## src/rtl/cpr_ram.sv

```systemverilog
// ----------------------------------------------------------------------------
// cpr_ram: generic single-write, single-read RAM
// One write port and one read port, read data registered.
// ----------------------------------------------------------------------------
`default_nettype none

module cpr_ram #(
  parameter int WIDTH = 32,
  parameter int DEPTH = 48
) (
  input  wire logic                     clk_i,
  input  wire logic                     we_i,
  input  wire logic [$clog2(DEPTH)-1:0] waddr_i,
  input  wire logic [WIDTH-1:0]         wdata_i,
  input  wire logic [$clog2(DEPTH)-1:0] raddr_i,
  output logic      [WIDTH-1:0]         rdata_o
);

  logic [WIDTH-1:0] mem_q [DEPTH];
  logic [WIDTH-1:0] rdata_q;

  always_ff @(posedge clk_i) begin
    if (we_i) begin
      mem_q[waddr_i] <= wdata_i;
    end
    rdata_q <= mem_q[raddr_i];
  end

  assign rdata_o = rdata_q;

endmodule

`default_nettype wire

```

## config.mk

```make
export PLATFORM = sky130hd
export DESIGN_NAME = cpr_ram
export DESIGN_NICKNAME = d
export VERILOG_FILES = /design/src/rtl/cpr_ram.sv
export SDC_FILE = /design/constraint.sdc
export NUM_CORES = 1
export LEC_CHECK = 0
export BUFFER_PORTS_ARGS = -buffer_cell sky130_fd_sc_hd__buf_2
export CAP_MARGIN = 30
export CORE_ASPECT_RATIO = 0.9
export CORE_MARGIN = 3
export CORE_UTILIZATION = 45
export DETAILED_ROUTE_END_ITERATION = 8
export PLACE_DENSITY_LB_ADDON = 0.05
export SKIP_LAST_GASP = 1
export SLEW_MARGIN = 30
export SYNTH_ARGS = -nofsm -noshare
export SYNTH_HDL_FRONTEND = slang
export SYNTH_SLANG_ARGS = --single-unit
export TNS_END_PERCENT = 20
```

## constraint.sdc

```tcl
create_clock -name clk_i -period 4.56 [get_ports clk_i]
set_input_delay 0.456 -clock clk_i [delete_from_list [all_inputs] [get_ports clk_i]]
set_output_delay 0.456 -clock clk_i [all_outputs]
set_load 0.05 [all_outputs]
```

; After elaboration in Yosys (flattened, before gate mapping)
; Memory sizes are Yosys's and may differ from the RTL's. A register that Yosys moved wholly into a read port is not among the register bits.
; Cells that the tools add are included.
[word_totals]
register_bits = 0
mem_bits_rw = 1536
inputBits = 46
output_inout_bits = 32
elab_cells = 3
mem_count = 1
[mem_list]
columns = memory, depth, width, rd, rd_clocked_by_memory_dff, write_ports, line_no
row1 = mem_q, 48, 32, 1, 1, 1, 19  ; logic [WIDTH-1:0] mem_q [DEPTH];
[classes]
muxes = 2
[ops]
columns = cell, n
row1 = 1-bit 2-to-1 mux, 2

; Longest topological paths before layout
[depth]
word_depth = 2
mapped_depth = 9
depth_no_buf = 5

; Least setup slack after synthesis
; OpenSTA, ideal clock, no wires.
[synth_timing]
kind = input to register
startpoint = input port waddr_i[3]
endpoint = memory mem_q[18][0] (enable)
setup_time_ns = 0.461
arrival_time_ns = 3.146
t_required_ns = 4.099
slack_ns = 0.953
stages = 3
cell_sequence = nor4bb_1 > nand2_1 > nor3_1
[synth_rtl]
columns = element, line_no
row1 = "start, declared", 13  ; input wire logic [$clog2(DEPTH)-1:0] waddr_i,
row2 = "end, declared", 19
; No word-level cell before the write port.

==> insert_results.sql <==
INSERT INTO impl_metrics (metric_group, metric, value, unit) VALUES
('cells_and_area', 'fill_cells', '10280', ''),
('worst_setup_path', 'cp.arrival', '3.03', 'ns'),
('cells_and_area', 'multiInputGateArea', '12740', 'sq um'),
('route', 'drt_pre_antenna_iters', '7', ''),
('timing', 'fmax', '423.8', 'MHz'),
('job', 'drv_cap', '0', ''),
('route', 'drt_antenna_net_count', '0', ''),
('global_route', 'globalRouteMet1Util', '35.69', '%'),
('global_route', 'via_count_of_the_first_global_routing_pass', '29940', ''),
('floorplan', 'fp.coreArea', '132000', 'sq um'),
('worst_setup_path', 'worst-r2r-cell-count', '4', ''),
('floorplan', 'die_width', '391.4', 'um'),
('timing', 'final_min_period_over_clock_period', '51.74', '%'),
('clock_tree', 'cts_htree_levels', '4', ''),
('route', 'number_of_vias_in_the_routed_layout', '29960', ''),
('yosys', 'synthArstFlopShare', '0', '%'),
('place', 'place.port_buffers', '77', ''),
('global_route', 'gr-usage-met2', '36.52', '%'),
('cells_and_area', 'areaGrowthSynthToFinish', '14.21', '%'),
('clock_tree', 'holdBufCountCts', '0', ''),
('cells_and_area', 'final_nets', '3172', ''),
('worst_setup_path', 'worst_setup_path_start_kind', 'input pin', ''),
('cells_and_area', 'layout.cells.most_common', 'sky130_fd_sc_hd__edfxtp_1', ''),
('yosys', 'synth.yosys.warnings', '0', ''),
('route', 'routed_wl', '163.4', 'mm'),
('floorplan', 'i_o_pins', '78', ''),
('timing', 'worst_clock_skew', '0.03102', 'ns'),
('worst_setup_path', 'cp.required', '5.23', 'ns'),
('worst_setup_path', 'cpPeakStageDelay', '0.44', 'ns'),
('route', 'routedWlPerCell', '32.77', 'um'),
('clock_tree', 'cts_max_path_buffers', '3', ''),
('global_route', 'gr-max-usage-layer', 'met2', ''),
('global_route', 'grt_max_degree', '129', ''),
('status', 'status', 'finished, final reports clean', ''),
('route', 'route.detailed.vias_per_inst', '6.009', ''),
('floorplan', 'core.rowCount', '126', ''),
('place', 'globalplace.congestion', '0.7907', ''),
('worst_setup_path', 'cp_max_fo', '61', ''),
('yosys', 'syn-cell-area', '60160', 'sq um'),
('cells_and_area', 'finish.cell_count_without_fillers', '4985', ''),
('place', 'place_area', '63560', 'sq um'),
('floorplan', 'die_height', '352.9', 'um'),
('clock_tree', 'worst_setup_hold_path_clk_slew', '0.06', 'ns'),
('worst_setup_path', 'crit_path_cell_trace', 'buf_8, buf_12, mux2i_1, a22o_1, a221oi_1, o22ai_1, o41ai_2', ''),
('timing', 'worstMarginPinSlew', '1.030', 'ns'),
('timing', 'setup_tns', '0', 'ns'),
('power', 'cellPowerDensity', '441.1', 'nW/um^2'),
('clock_tree', 'cts.root.buffer_cell', 'sky130_fd_sc_hd__clkbuf_16', ''),
('timing', 'max_slew_vio_count', '0', ''),
('floorplan', 'initial_core_util', '45.59', '%'),
('min_path', 'hold_depth', '1', ''),
('clock_tree', 'insertion_delay', '0.78', 'ns'),
('timing', 'timing.final.hold_violations', '0', ''),
('yosys', 'synth.avg_cell_area', '20.66', 'sq um'),
('yosys', 'synth-edff-count', '1536', ''),
('worst_setup_path', 'critical_path.endpoint_type', 'flop', ''),
('timing', 'final-setup-viol-count', '0', ''),
('cells_and_area', 'final-seq-area', '46760', 'sq um'),
('min_path', 'hold_path.class', 'in -> reg', ''),
('clock_tree', 'cts_tree', 'yes', ''),
('timing', 'relSlewSlack', '31.15', '%'),
('cells_and_area', 'layout.cells.most_common_list', 'sky130_fd_sc_hd__edfxtp_1 (1536), sky130_fd_sc_hd__mux2i_1 (512), sky130_fd_sc_hd__clkbuf_16 (166), sky130_fd_sc_hd__mux4_2 (160), sky130_fd_sc_hd__buf_4 (136)', ''),
('yosys', 'ys_seq_area_share', '77.73', '%'),
('cells_and_area', 'design_area', '68710', 'sq um'),
('clock_tree', 'cts_inserted_buffers', '161', ''),
('global_route', 'number_of_antenna_violations_at_the_first_check_in_global_routing', '17', ''),
('timing', 'grt_setup_unrepaired', 'no', ''),
('place', 'place_ws', '1.449', 'ns'),
('yosys', 'netlist-cell-type-count', '30', ''),
('worst_setup_path', 'criticalPathCategory', 'in -> reg', ''),
('global_route', 'grt_first_pass_wirelength', '231.0', 'mm');
==> cells by family (layout without fill, tap and decap cells) <==
logic type	after synthesis	count (layout)	synth area share, %
AOI/OAI and AO/OA	384	384	5.191
buffers and inverters	174	514	1.743
DFF	1568	1568	77.73
muxes	672	672	14.51
other	0	5	0
and+or+nand+nor	114	114	0.8257
==> through the flow <==
step,hold WS (ns),total power [mW]
final,0.1111,30.31
after detailed placement,0.8162,18.01
after global placement,0.8131,17.98
after CTS,0.2665,30.60
after global routing,0.07578,31.30
after floorplan,0.5549,17.26
==> critical path, delay by kind of cell <==
family	cells	cell delay, ns
AO/OA/AOI/OAI	4	1.39
multiplexers	1	0.16
buffers and inverters	2	0.80
==> power breakdown <==
group          internal (mW)  switching [mW]
clock network           7.30            5.31
logic                  0.542            1.13
registers               16.0          0.0623
total                   23.8            6.51
==> worst paths after layout <==
kind         slack (ns)     startpoint           end
max                2.20     raddr_i[0]    rdata_o[5]
min                0.11     wdata_i[9]  mem_q[13][9]
max reg2reg        2.59  mem_q[35][25]   rdata_o[25]
min reg2reg        0.82  mem_q[26][11]   rdata_o[11]
==> synth_stat cells (all sizes together) (4+ instances only) <==
master  instances  area (sq um)
edfxtp       1536         46120
mux2i         512          5125
mux4          160          3603
a22oi         128         960.9
buf           103         782.0
clkbuf         71         266.5
a21oi          64         320.3
a221oi         64         560.5
a22o           64         560.5
nor2           47         176.4
nand2          39         146.4
dfxtp          32         640.6
o22ai          32         200.2
o41ai          32         520.5
nor2b           6         37.54
nand2b          5         31.28
nand3           5         25.02
nor3            4         20.02
==> layer usage <==
| layer | wire length, um | vias to the layer above |
|---|---|---|
| li1 | - | 12600 |
| met1 | 73460 | 16130 |
| met2 | 76080 | 1044 |
| met3 | 10580 | 186 |
| met4 | 3267 | 0 |
| met5 | 0 | - |
==> sequential cells by signal, indices dropped and copies added, names as in the netlist <==
| register | cells |
|---|---|
| rdata_o | 32 |
| mem_q | 1536 |
==> layout make-up <==
| type | count | area share [%] |
|---|---|---|
| clock inverters | 66 | 0.7848 |
| well taps | 1728 | 3.147 |
| repair buffers | 225 | 2.923 |
| flip-flops and latches | 1568 | 68.06 |
| diodes | 5 | 0.01821 |
| multi-input cells | 1170 | 18.54 |
| clock buffers | 223 | 6.532 |
Note: power is estimated with default switching activity, not from simulation.
