$ cat config.mk
export PLATFORM = sky130hd
export DESIGN_NAME = cpr_cordic
export DESIGN_NICKNAME = d
export VERILOG_FILES = /design/src/rtl/cpr_pkg.sv /design/src/rtl/cpr_cordic.sv
export SDC_FILE = /design/constraint.sdc
export NUM_CORES = 1
export LEC_CHECK = 0
export BUFFER_PORTS_ARGS = -buffer_cell sky130_fd_sc_hd__buf_4
export CAP_MARGIN = 25
export CORE_UTILIZATION = 58
export CTS_CLUSTER_DIAMETER = 100
export DETAILED_ROUTE_END_ITERATION = 7
export PLACE_DENSITY_LB_ADDON = 0.12
export SLEW_MARGIN = 20
export SYNTH_ARGS = -nofsm -noshare
export SYNTH_HDL_FRONTEND = slang
export SYNTH_SLANG_ARGS = --single-unit
export TNS_END_PERCENT = 30
$ cat constraint.sdc
create_clock -name clk_i -period 5.99 [get_ports clk_i]
set_input_delay 0.599 -clock clk_i [delete_from_list [all_inputs] [get_ports clk_i]]
set_output_delay 0.599 -clock clk_i [all_outputs]
set_load 0.01 [all_outputs]
$ cat src/rtl/cpr_pkg.sv
// ----------------------------------------------------------------------------
// cpr_pkg: shared types and constants for the cross outline transform
// Holds the sequencer states, command and register codes, the CORDIC
// request/response structs, the arctangent table and the corner pattern.
// ----------------------------------------------------------------------------
`default_nettype none

package cpr_pkg;

  localparam int SEGMENT_COUNT = 12;
  localparam int WORD_COUNT    = 4 * SEGMENT_COUNT;
  localparam int WORD_AW       = 6;
  localparam int ATAN_LEN      = 24;
  localparam int TRIG_BITS     = 30;
  localparam logic signed [33:0] GAIN_Q30 = 34'sd652032874;

  typedef enum logic {
    CMD_REBUILD = 1'b0,
    CMD_MOVE    = 1'b1
  } cpr_cmd_e;

  typedef enum logic [1:0] {
    REG_HALF_WIDTH = 2'd0,
    REG_REACH      = 2'd1,
    REG_CENTER_X   = 2'd2,
    REG_CENTER_Y   = 2'd3
  } cpr_reg_e;

  // corner codes: plus w, minus w, plus l, minus l
  typedef enum logic [1:0] {
    CRN_PW = 2'd0,
    CRN_MW = 2'd1,
    CRN_PL = 2'd2,
    CRN_ML = 2'd3
  } cpr_corner_e;

  typedef enum logic [2:0] {
    ST_IDLE,
    ST_BUILD,
    ST_TRIG,
    ST_RD_X,
    ST_RD_Y,
    ST_MUL,
    ST_EMIT,
    ST_DRAIN
  } cpr_state_e;

  typedef struct packed {
    logic               start;
    logic signed [15:0] angle;
  } cpr_trig_req_t;

  typedef struct packed {
    logic               done;
    logic signed [31:0] cos_v;
    logic signed [31:0] sin_v;
  } cpr_trig_rsp_t;

  function automatic logic signed [31:0] atan_lut(input logic [4:0] idx);
    logic signed [31:0] v;
    case (idx)
      5'd0:    v = 32'sd536870912;
      5'd1:    v = 32'sd316933406;
      5'd2:    v = 32'sd167458907;
      5'd3:    v = 32'sd85004756;
      5'd4:    v = 32'sd42667331;
      5'd5:    v = 32'sd21354465;
      5'd6:    v = 32'sd10680862;
      5'd7:    v = 32'sd5340245;
      5'd8:    v = 32'sd2670163;
      5'd9:    v = 32'sd1335087;
      5'd10:   v = 32'sd667544;
      5'd11:   v = 32'sd333772;
      5'd12:   v = 32'sd166886;
      5'd13:   v = 32'sd83443;
      5'd14:   v = 32'sd41721;
      5'd15:   v = 32'sd20860;
      5'd16:   v = 32'sd10430;
      5'd17:   v = 32'sd5215;
      5'd18:   v = 32'sd2607;
      5'd19:   v = 32'sd1303;
      5'd20:   v = 32'sd651;
      5'd21:   v = 32'sd325;
      5'd22:   v = 32'sd162;
      5'd23:   v = 32'sd81;
      default: v = 32'sd0;
    endcase
    return v;
  endfunction

  function automatic cpr_corner_e corner_lut(input logic [WORD_AW-1:0] k);
    cpr_corner_e c;
    case (k)
      6'd0:  c = CRN_MW;  6'd1:  c = CRN_PL;  6'd2:  c = CRN_PW;  6'd3:  c = CRN_PL;
      6'd4:  c = CRN_PW;  6'd5:  c = CRN_PL;  6'd6:  c = CRN_PW;  6'd7:  c = CRN_PW;
      6'd8:  c = CRN_PW;  6'd9:  c = CRN_PW;  6'd10: c = CRN_PL;  6'd11: c = CRN_PW;
      6'd12: c = CRN_PL;  6'd13: c = CRN_PW;  6'd14: c = CRN_PL;  6'd15: c = CRN_MW;
      6'd16: c = CRN_PL;  6'd17: c = CRN_MW;  6'd18: c = CRN_PW;  6'd19: c = CRN_MW;
      6'd20: c = CRN_PW;  6'd21: c = CRN_MW;  6'd22: c = CRN_PW;  6'd23: c = CRN_ML;
      6'd24: c = CRN_PW;  6'd25: c = CRN_ML;  6'd26: c = CRN_MW;  6'd27: c = CRN_ML;
      6'd28: c = CRN_MW;  6'd29: c = CRN_ML;  6'd30: c = CRN_MW;  6'd31: c = CRN_MW;
      6'd32: c = CRN_MW;  6'd33: c = CRN_MW;  6'd34: c = CRN_ML;  6'd35: c = CRN_MW;
      6'd36: c = CRN_ML;  6'd37: c = CRN_MW;  6'd38: c = CRN_ML;  6'd39: c = CRN_PW;
      6'd40: c = CRN_ML;  6'd41: c = CRN_PW;  6'd42: c = CRN_MW;  6'd43: c = CRN_PW;
      6'd44: c = CRN_MW;  6'd45: c = CRN_PW;  6'd46: c = CRN_MW;  6'd47: c = CRN_PL;
      default: c = CRN_PW;
    endcase
    return c;
  endfunction

endpackage

`default_nettype wire

$ cat src/rtl/cpr_cordic.sv
// ----------------------------------------------------------------------------
// cpr_cordic: iterative CORDIC sine and cosine
// One rotation step per cycle with a shared shifter pair; the angle is
// folded into the right half plane and the result negated back.
// ----------------------------------------------------------------------------
`default_nettype none

module cpr_cordic
  import cpr_pkg::*;
#(
  parameter int CORDIC_STEPS = 16
) (
  input  wire logic          clk_i,
  input  wire logic          rst_ni,
  input  wire cpr_trig_req_t req_i,
  output cpr_trig_rsp_t      rsp_o
);

  localparam int NSTEPS = (CORDIC_STEPS < ATAN_LEN) ? CORDIC_STEPS : ATAN_LEN;
  localparam int CW     = $clog2(NSTEPS);

  logic                 run_q;
  logic                 done_q;
  logic                 flip_q;
  logic [CW-1:0]        cnt_q;
  logic signed [33:0]   x_q, y_q;
  logic signed [32:0]   z_q;

  logic signed [33:0]   dx, dy;
  logic signed [32:0]   atan_v;
  logic signed [32:0]   z_init;
  logic                 fold_pos, fold_neg;
  logic signed [33:0]   cos_full, sin_full;

  assign dx       = y_q >>> cnt_q;
  assign dy       = x_q >>> cnt_q;
  assign atan_v   = {1'b0, atan_lut(5'(cnt_q))};
  assign fold_pos = req_i.angle > 16'sd16384;
  assign fold_neg = req_i.angle < -16'sd16384;

  always_comb begin
    z_init = {req_i.angle[15], req_i.angle, 16'h0000};
    if (fold_pos) begin
      z_init = z_init - 33'sh0_8000_0000;
    end else if (fold_neg) begin
      z_init = z_init + 33'sh0_8000_0000;
    end
  end

  always_ff @(posedge clk_i or negedge rst_ni) begin
    if (!rst_ni) begin
      run_q  <= 1'b0;
      done_q <= 1'b0;
    end else begin
      done_q <= 1'b0;
      if (req_i.start) begin
        run_q <= 1'b1;
      end else if (run_q && cnt_q == CW'(NSTEPS - 1)) begin
        run_q  <= 1'b0;
        done_q <= 1'b1;
      end
    end
  end

  always_ff @(posedge clk_i) begin
    if (req_i.start) begin
      x_q    <= GAIN_Q30;
      y_q    <= '0;
      z_q    <= z_init;
      cnt_q  <= '0;
      flip_q <= fold_pos | fold_neg;
    end else if (run_q) begin
      if (!z_q[32]) begin
        x_q <= x_q - dx;
        y_q <= y_q + dy;
        z_q <= z_q - atan_v;
      end else begin
        x_q <= x_q + dx;
        y_q <= y_q - dy;
        z_q <= z_q + atan_v;
      end
      cnt_q <= cnt_q + 1'b1;
    end
  end

  assign cos_full = flip_q ? -x_q : x_q;
  assign sin_full = flip_q ? -y_q : y_q;

  assign rsp_o.done  = done_q;
  assign rsp_o.cos_v = cos_full[31:0];
  assign rsp_o.sin_v = sin_full[31:0];

endmodule

`default_nettype wire

# Word level (Yosys, flattened, before mapping)
# Memory sizes are Yosys's and may differ from the RTL's. A register that Yosys moved wholly into a read port is not among the register bits.
# Cells that the tools add are included.
[totals]
ff_bits = 108
latch_bits = 0
ram_bits = 0
mem_bits_ro = 480
input_bits = 19
out_inout_bits = 65
wordCells = 43
mem_count = 1
[op_classes]
addsub = 11
mul = 0
div_mod_pow = 0
order_cmp = 2
eq_ne = 1
shift = 2
n_mux = 15
bitwise_logic = 1
reduce_logical = 3
[mem_list]
columns = ["name", "depth", "word_bits", "rd", "rd_ports_with_merged_regs", "write_ports", "line_no", "source"]
rows = [
  ["(no name shown)", 16, 30, 1, 1, 0, "cpr_pkg.sv:61", "case (idx)"],
]
[ops]
columns = ["op", "n"]
rows = [
  ["33-bit two-way mux", 5],
  ["34-bit adder", 2],
  ["34-bit two-way mux", 2],
  ["34-bit by 4-bit >>> shifter with 34-bit output", 2],
  ["34-bit subtractor", 2],
  ["32-bit two-way mux", 2],
  ["32-bit negation", 2],
  ["32-bit by 33-bit adder with 33-bit output, second input constant", 1],
  ["33-bit adder", 1],
  ["32-bit by 33-bit subtractor with 33-bit output, second input constant", 1],
  ["33-bit subtractor", 1],
  ["16-bit > comparator, second input constant", 1],
  ["16-bit by 15-bit less-than comparator with 1-bit output, second input constant", 1],
  ["4-bit two-way mux", 2],
  ["4-bit by 1-bit adder with 4-bit output, second input constant", 1],
  ["4-bit equality test, second input constant", 1],
  ["1-bit two-way mux", 4],
  ["2-bit nonzero test", 2],
  ["1-bit logical AND", 1],
  ["1-bit OR", 1],
]

# Longest topological paths before layout
[logic_depth]
word_depth = 4
mapped_depth = 29
depth_no_buf = 23

# Worst setup path before layout
# No wires, ideal clock.
[synth_path]
path_kind = "register -> register"
from = "register cnt_q[3]"
to = "register x_q[33]"
setup_ns = 0.116
arrival_time_ns = 5.620
required_ns = 5.874
path_slack_ns = 0.255
path_stages_with_launch = 25
path_buffers = 6
period_less_slack_ns = 5.735
cell_sequence = "dfxtp_1 > clkbuf_1 > clkbuf_1 > buf_1 > clkbuf_1 > buf_1 > clkbuf_1 > o21a_1 > ha_1 > inv_1 > nor3_1 > and3_1 > nor2_1 > xnor2_1 > ha_1 > and3_1 > a221o_1 > nand2_1 > o221ai_1 > o311ai_0 > nand3_1 > o41ai_1 > xnor2_2 > a21oi_1 > a31o_1"
[synth_between]
elab_chain_cells = 3
elab_cells_between_ends = 4
classes_between = "add/sub (2); shift (1); mux (1)"
[synth_rtl]
columns = ["element", "line_no", "source"]
rows = [
  ["start: declaration", "cpr_cordic.sv:25", "logic [CW-1:0] cnt_q;"],
  ["start signal: assignment", "cpr_cordic.sv:82", "cnt_q <= cnt_q + 1'b1;"],
  ["34-bit by 4-bit >>> shifter with 34-bit output (*)", "cpr_cordic.sv:35", "assign dx = y_q >>> cnt_q;"],
  ["34-bit subtractor / 34-bit adder (equally long branches)", "cpr_cordic.sv:74, cpr_cordic.sv:78", ""],
  ["34-bit two-way mux (*)", "cpr_cordic.sv:73", "if (!z_q[32]) begin"],
  ["end signal: assignment", "cpr_cordic.sv:74", "x_q <= x_q - dx;"],
  ["end signal: assignment", "cpr_cordic.sv:78", "x_q <= x_q + dx;"],
  ["end: declaration", "cpr_cordic.sv:26", "logic signed [33:0] x_q, y_q;"],
]
# Every way passes the cells marked *; elsewhere a longest branch is shown, timed or not.
# A chain may end at the register's enable or synchronous reset.

# Final worst setup path
[layout_path]
from = "register cnt_q[1]"
to = "register x_q[33]"
# The elaborated chain is that of the path after synthesis.

==> flow_summary.ini <==
[critical_path]
cp_max_fo = 24
critPathArrivalTime_ns = 6.17
start_kind = flip-flop
critical_path_class = reg2reg
rrSetupSlack_ns = 0.19
worstPathRequired_ns = 6.35
crit_path_end_kind = flip-flop

[logic_synthesis]
synth_top_area_cell = dfxtp_1
yosysMostFrequentCell = nor2_1
synthTopCellsByArea = dfxtp_1 (12%), ha_1 (8.1%), xnor2_1 (7.6%)
yosysTopAreaCellShare = 0.118
syn_inst = 2181
async_flop_share = 0.0145
synth.top_cells.by_count = nor2_1 (217), nand2_1 (193), a21oi_1 (167), xnor2_1 (151), o21ai_0 (150)
syn_area_per_cell_um2 = 7.95
synth-main-ff-cell = dfxtp_1
synth-edff-count = 34
synthesis.area_um2 = 17300
syn_nets = 2315
ys_ff_latch = 138
ys_seq_area_frac = 0.180
ys_types = 93
yosysWarnings = 0

[clock_tree]
h-tree-depth = 4
cts_buffers = 17
clkTransAtPathRegs_ns = 0.07
cts-root-buf = clkbuf_16
cts_tree = done
clkLatencyLatePin_ns = 0.47
cts_buffer_depth = 2
cts_sinks = 138

[global_routing]
busiest_layer = met2
grt_use_met3 = 0.0685
use_met1 = 0.512
grt_max_degree = 78
antenna_found_initial = 1
grt_usage = 0.364
grt_pass1_wl_um = 87900
grt_use_met2 = 0.563
grt-ovfl-total = 0
grt_pass1_vias = 15900

[routing]
avgRoutedWirePerCell_um = 21.4
postRouteWirelength_um = 55600
firstDrtPassIters = 6
vias = 16900
vias_per_cell = 6.51
drc = 0
initialDrtViolationCount = 1681
ant_nets = 0

[sta]
setup_viol = 0
relSlewSlack = 0.351
final_max_slew_viol_count = 0
finClkSkew_ns = 0.0177
finalHoldViolations = 0
period_needed_ns = 5.80
tightest_slew_ns = 0.970
finalCritPeriodShare = 0.969
max_clock_freq_mhz = 172
rsz0062_at_grt = true

[cells_and_area]
num-nets-final = 2336
fin_area_um2 = 19000
areaGrowthSynthToFinish_pct = 9.76
drive_gt1_frac = 0.145
fin_util = 0.656
diodes = 0

[placed_design]
port_buffers = 83
gp_congestion = 0.977
placed_area_um2 = 18400
dp_hpwl_um = 42600

[flow_run]
cap_violations = 0

[min_path]
hp-class = in2reg

[floorplan]
die_h_um = 175
design.die.area_um2 = 30600
die_x_um = 175
start_util = 0.597
boundaryPins = 84
coreArea_um2 = 29000
rows = 62

[status]
status = completed
==> sequential cells by signal, summed over array words and instances, names as in the netlist <==
name and count:
atan_v 30, flip_q 1, done_q 1, cnt_q 4, y_q 34, z_q 33
x_q 34, run_q 1
==> worst paths after layout <==
path                                       start  cells past startpoint                    to
min in group asynchronous                 rst_ni                      2     run_q$_DFFE_PN0P_
min                                     req_i[4]                      3     z_q[20]$_DFFE_PP_
max in group asynchronous                 rst_ni                      2     run_q$_DFFE_PN0P_
max                        cnt_q[1]$_SDFFE_PP0P_                     24  x_q[33]$_SDFFE_PP0P_
max reg2reg                cnt_q[1]$_SDFFE_PP0P_                     24  x_q[33]$_SDFFE_PP0P_
min reg2reg                  y_q[0]$_SDFFE_PP0P_                      2   y_q[0]$_SDFFE_PP0P_
==> per-layer routing <==
metal | wire length, µm | share of wire | vias up
met5 | 0 | 0 | -
li1 | - | - | 7993
met4 | 1370 | 0.025 | 0
met1 | 24600 | 0.44 | 8069
met3 | 5100 | 0.092 | 106
met2 | 24500 | 0.44 | 741
==> worst max-delay path: stages (launching register included) <==
cell and delay (ns):
dfxtp_4 0.59, buf_4 0.25, clkinvlp_4 0.36, mux2i_2 0.31, a21oi_1 0.20, o21a_1 0.19
ha_1 0.22, inv_1 0.07, nor3_1 0.22, buf_4 0.17, and3_1 0.20, nor2_1 0.07
xnor2_1 0.26, ha_1 0.34, and3_1 0.18, a221o_1 0.37, nand2_1 0.08, o221ai_1 0.16
o311ai_0 0.44, nand3_1 0.18, o41ai_1 0.28, buf_4 0.17, xnor2_2 0.10, a21oi_1 0.08
a31o_1 0.19
==> logic make-up after synthesis <==
group / synth area share
adders and majority gates: 0.0843
buffers and inverters: 0.0582
AOI/OAI and AO/OA: 0.222
muxes: 0.156
and+or+nand+nor: 0.182
xor gates and xnor gates: 0.118
DFF: 0.180
==> timing repair <==
action / in CTS / in global routing
gates resized for setup: 0 / 7
endpoints found under the setup margin: 0 / 6
setup buffers: 0 / 0
hold endpoints to repair: 2 / 0
hold buffers: 1 / 0
==> placed cells by master (no fill, tap or decap), types with 15 or more instances in the layout <==
cell,Yosys,routed
a31oi_1,25,25
mux2_2,40,40
mux2i_1,94,93
buf_4,6,160
nand2b_1,29,29
o31ai_1,29,29
nand4_1,15,15
dfxtp_1,102,98
and3_1,17,17
ha_1,112,112
a21oi_1,167,167
o21a_1,28,28
a21o_1,45,45
clkbuf_16,0,17
nor2b_1,19,19
nand2_1,193,193
edfxtp_1,34,34
mux4_2,46,46
a211oi_1,20,20
and2_1,17,17
nor2_1,217,217
inv_1,68,67
o211ai_1,17,17
nor3_1,43,42
nor4_1,17,17
xor2_1,81,81
nand3_1,43,43
o21ai_0,150,149
o21bai_1,24,24
xnor2_1,151,150
==> area by class of cell <==
class / instances / area [µm²]
multi-input combinational: 1811 / 13200
fill: 2512 / 9990
sequential: 138 / 3120
timing repair buffer: 165 / 1290
tap: 384 / 480
clock buffer: 17 / 425
inverter: 69 / 263
clock inverter: 15 / 199
==> metrics by stage <==
stage                     std cells  setup slack (ns)  TNS, ns  hold slack, ns
after CTS                      2599             0.255        0           0.408
final                          2599             0.187        0           0.420
after detailed placement       2566             0.284        0           0.384
after global placement         2566             0.282        0           0.381
after floorplan                2181             0.255        0           0.303
after global routing           2599            -0.124   -0.200           0.428
Power is not shown: default switching activity piles up to over one toggle a cycle in this logic, so the estimate is an artifact.
